$ cat src/hdl/ilie_pkg.sv
// Shared types and constants of the indexed list block.
// Depends on nothing; the cell, read tree, top level and testbench import it.
package ilie_pkg;

    localparam logic [1:0] KIND_APPEND = 2'd0;
    localparam logic [1:0] KIND_INSERT = 2'd1;
    localparam logic [1:0] KIND_ERASE  = 2'd2;
    localparam logic [1:0] KIND_READ   = 2'd3;

    localparam logic [1:0] ST_DONE  = 2'd0;
    localparam logic [1:0] ST_RANGE = 2'd1;
    localparam logic [1:0] ST_FULL  = 2'd2;

    // IEEE double encoding of 9999.0, returned by a read out of range.
    localparam logic [63:0] ERR_READ_VALUE = 64'h40C3_8780_0000_0000;

    // Broadcast command seen by every cell of the chain in the same cycle.
    typedef struct packed {
        logic        app;
        logic        ins;
        logic        era;
        logic [6:0]  pos;
        logic [63:0] value;
    } cell_cmd_t;

endpackage

$ cat src/hdl/ilie_cell.sv
// One entry of the list chain: holds a word and shifts to or from its neighbors.
// Depends on ilie_pkg for the broadcast command type.
module ilie_cell #(
    parameter int IDX = 0,
    parameter int CW  = 7
) (
    input  logic               clk,
    input  ilie_pkg::cell_cmd_t cmd,
    input  logic [CW-1:0]      fill,
    input  logic [63:0]        lower,
    input  logic [63:0]        upper,
    output logic [63:0]        data,
    output logic [63:0]        rd_word
);
    import ilie_pkg::*;

    localparam int W = (CW > 7) ? CW : 7;
    localparam logic [W-1:0] IDX_W = W'(IDX);

    logic [63:0]  data_reg;
    logic [63:0]  data_next;
    logic [W-1:0] pos_w;
    logic [W-1:0] fill_w;

    assign pos_w  = W'(cmd.pos);
    assign fill_w = W'(fill);

    // Insert pulls from the cell below, erase from the cell above.
    always_comb
    begin
        data_next = data_reg;
        if (cmd.app && (IDX_W == fill_w))
        begin
            data_next = cmd.value;
        end
        else if (cmd.ins)
        begin
            if (IDX_W == pos_w)
                data_next = cmd.value;
            else if (IDX_W > pos_w)
                data_next = lower;
        end
        else if (cmd.era && (IDX_W >= pos_w))
        begin
            data_next = upper;
        end
    end

    always_ff @(posedge clk)
    begin
        data_reg <= data_next;
    end

    assign data    = data_reg;
    assign rd_word = (IDX_W == pos_w) ? data_reg : 64'd0;

endmodule

$ cat config.mk
export PLATFORM = sky130hd
export DESIGN_NAME = ilie_cell
export DESIGN_NICKNAME = d
export VERILOG_FILES = /design/src/hdl/ilie_pkg.sv /design/src/hdl/ilie_cell.sv
export SDC_FILE = /design/constraint.sdc
export NUM_CORES = 1
export LEC_CHECK = 0
export ABC_AREA = 1
export BUFFER_PORTS_ARGS = -buffer_cell sky130_fd_sc_hd__buf_2
export CAP_MARGIN = 10
export CORE_AREA = 2 2 133 135
export CTS_BUF_LIST = sky130_fd_sc_hd__clkbuf_8
export DETAILED_ROUTE_END_ITERATION = 16
export DIE_AREA = 0 0 135 137
export SLEW_MARGIN = 0
export SYNTH_ARGS = -nofsm -noshare
export SYNTH_HDL_FRONTEND = slang
export SYNTH_SLANG_ARGS = --single-unit
$ cat constraint.sdc
create_clock -name clk -period 3.5 [get_ports clk]
set_input_delay 0.35 -clock clk [delete_from_list [all_inputs] [get_ports clk]]
set_output_delay 0.35 -clock clk [all_outputs]
set_load 0.02 [all_outputs]
==> impl_metrics.tcl <==
set metrics [dict create \
    synth_top_area_share_pct 33.6 \
    crit_path_end_kind "primary output" \
    portBuffers 337 \
    firstDrtPassIters 4 \
    cts-root-buf "clkbuf_8" \
    hpwl_um 13500 \
    clock.fmax_mhz 502 \
    dieArea_um2 18500 \
    place_congestion 0.872 \
    hp-class "in -> reg" \
    yosys_register_bits 64 \
    dieWidth_um 135 \
    grt_start_max_net_pins 129 \
    cp.arrival_ps 1640 \
    synth_nets 1125 \
    wl_per_cell_um 12.8 \
    setup.worst_path.start_class "primary input" \
    cts_setup_buffers 0 \
    routed_wl_um 18700 \
    startpoint "cmd[65]" \
    crit_fanout 128 \
    cts_made_buffers 9 \
    postSynthCellCount 915 \
    final_hold_viol_count 0 \
    tns_ps 0 \
    crit_type "in -> out" \
    status "finished, final reports clean" \
    path_clk_slew_ps 80 \
    cts_sinks 64 \
    multi_input_area_um2 2380 \
    nets 1435 \
    yosysUniqueCellTypes 17 \
    fillerInstances 1828 \
    layout_common_cells "buf_2 (337), inv_1 (265), nand2_1 (265)" \
    ys_seq_area_share_pct 33.6 \
    synth_warnings 0 \
    overflow 0 \
    maxCapViolCount 0 \
    finalMaxSlewViolations 0 \
    grt_pass1_wl_um 28500 \
    core_area_um2 17100 \
    relSlewSlack_pct 43.0 \
    yosys-top-cells-area "edfxtp_1 (34%), inv_1 (18%), nand2_1 (18%), nand3_1 (11%), nand2_2 (7.0%)" \
    largest_reg_flops 64 \
    syn_area_per_cell_um2 6.25 \
    cts_tree "done" \
    rows 48 \
    avgViaCountPerCell 4.23 \
    fin_crit_sh_pct 56.9 \
    ctsResizeCount 0 \
    crit_path_cell_trace "buf_2, nor2_1, nand2_1, inv_1, nand2_4, buf_12, nor2_1, buf_2" \
    cellLeakagePower_nw 4.96 \
    layout-drive-gt1-share_pct 35.6 \
    setup_violations 0 \
    worst_path_largest_cell_delay_ps 410 \
    hold_slack_ps 350 \
    register_area_um2 1920 \
    die_h_um 137 \
    rsz0062_at_grt "no" \
    boundaryPins 338 \
    crit_required_ps 3150 \
    crit_slowest_cell "buf_12" \
    p_per_area_nw_per_um2 279 \
    period_minus_slack_ps 1990 \
    cts.path.max_buffers 2 \
    ctsHoldBuffers 0 \
    num_vias 6164 \
    final_common_cell "buf_2" \
    endpoint "rd_word[8]" \
    grt_pass1_vias 5675 \
    area_delta_synth_final_pct 34.3 \
    ir_drop_mv 0.183 \
    ant_nets 0 \
    syn-cell-area_um2 5720 \
    h-tree-depth 3 \
    drc 0 \
    yosysTopAreaCell "edfxtp_1" \
    first_iter_violations 264 \
    worst_slew_pin_slew_ps 852 \
    antenna_found_initial 1 \
    start_util_pct 33.5 \
    gr-usage-all-layers_pct 19.9 \
]
## Yosys cell counts, drive strengths merged
cell type,number
buf,45
clkbuf,2
edfxtp,64
inv,268
nand2,331
nand3,129
nor2,75
o21ai,1
## critical path, delay by kind of cell
kind / cells / cell delay [ps]
simple gates: 4 / 400
buf+inv: 4 / 800
## worst min path at each step
stage	slack, ps	end	from	cells past startpoint
floorplan	600	data[10]	cmd[10]	4
global placement	710	data[63]	cmd[63]	5
detailed placement	720	data[1]	cmd[1]	5
CTS	310	data[17]	cmd[17]	5
global route	350	data[63]	cmd[63]	5
finish	350	data[1]	cmd[1]	5
## stage by stage
stage | power (mW) | cells | setup WS (ps) | util [%] | cell area, µm²
finish | 2.14 | 1456 | 1510 | 45.0 | 7670
global route | 2.25 | 1455 | 1380 | 45.0 | 7670
CTS | 2.18 | 1455 | 1520 | 45.0 | 7670
detailed placement | 1.23 | 1439 | 1250 | 43.3 | 7380
global placement | 1.23 | 1439 | 1240 | 43.3 | 7380
floorplan | 1.06 | 915 | 852 | - | 5720
## cell families after synthesis
kind of cell           count (synthesis)  synth area share [%]
DFF                                   64                  33.6
buffers and inverters                315                  24.9
and+or+nand+nor                      535                  41.4
AOI/OAI and AO/OA                      1                0.0875
## where the power goes
part	switching [mW]	internal (mW)
Sequential	0.00396	0.857
Clock	0.311	0.619
Combinational	0.192	0.161
## metal layers
metal | vias to the layer above | share of wire, % | GRT usage [%]
li1 | 3254 | - | -
met3 | 33 | 6.5 | 4.19
met4 | 0 | 2.4 | 7.58
met2 | 229 | 50 | 35.4
met1 | 2648 | 42 | 23.6
met5 | - | 0 | 0
## final cells by class
class,instances,area share [%]
multi-input cells,536,31.0
flip-flops and latches,64,25.0
repair buffers,346,23.3
inverters,268,13.1
well taps,225,3.67
clock inverters,7,2.18
clock buffers,9,1.61
diodes,1,0.0326
(Power assumes the default switching activity.)
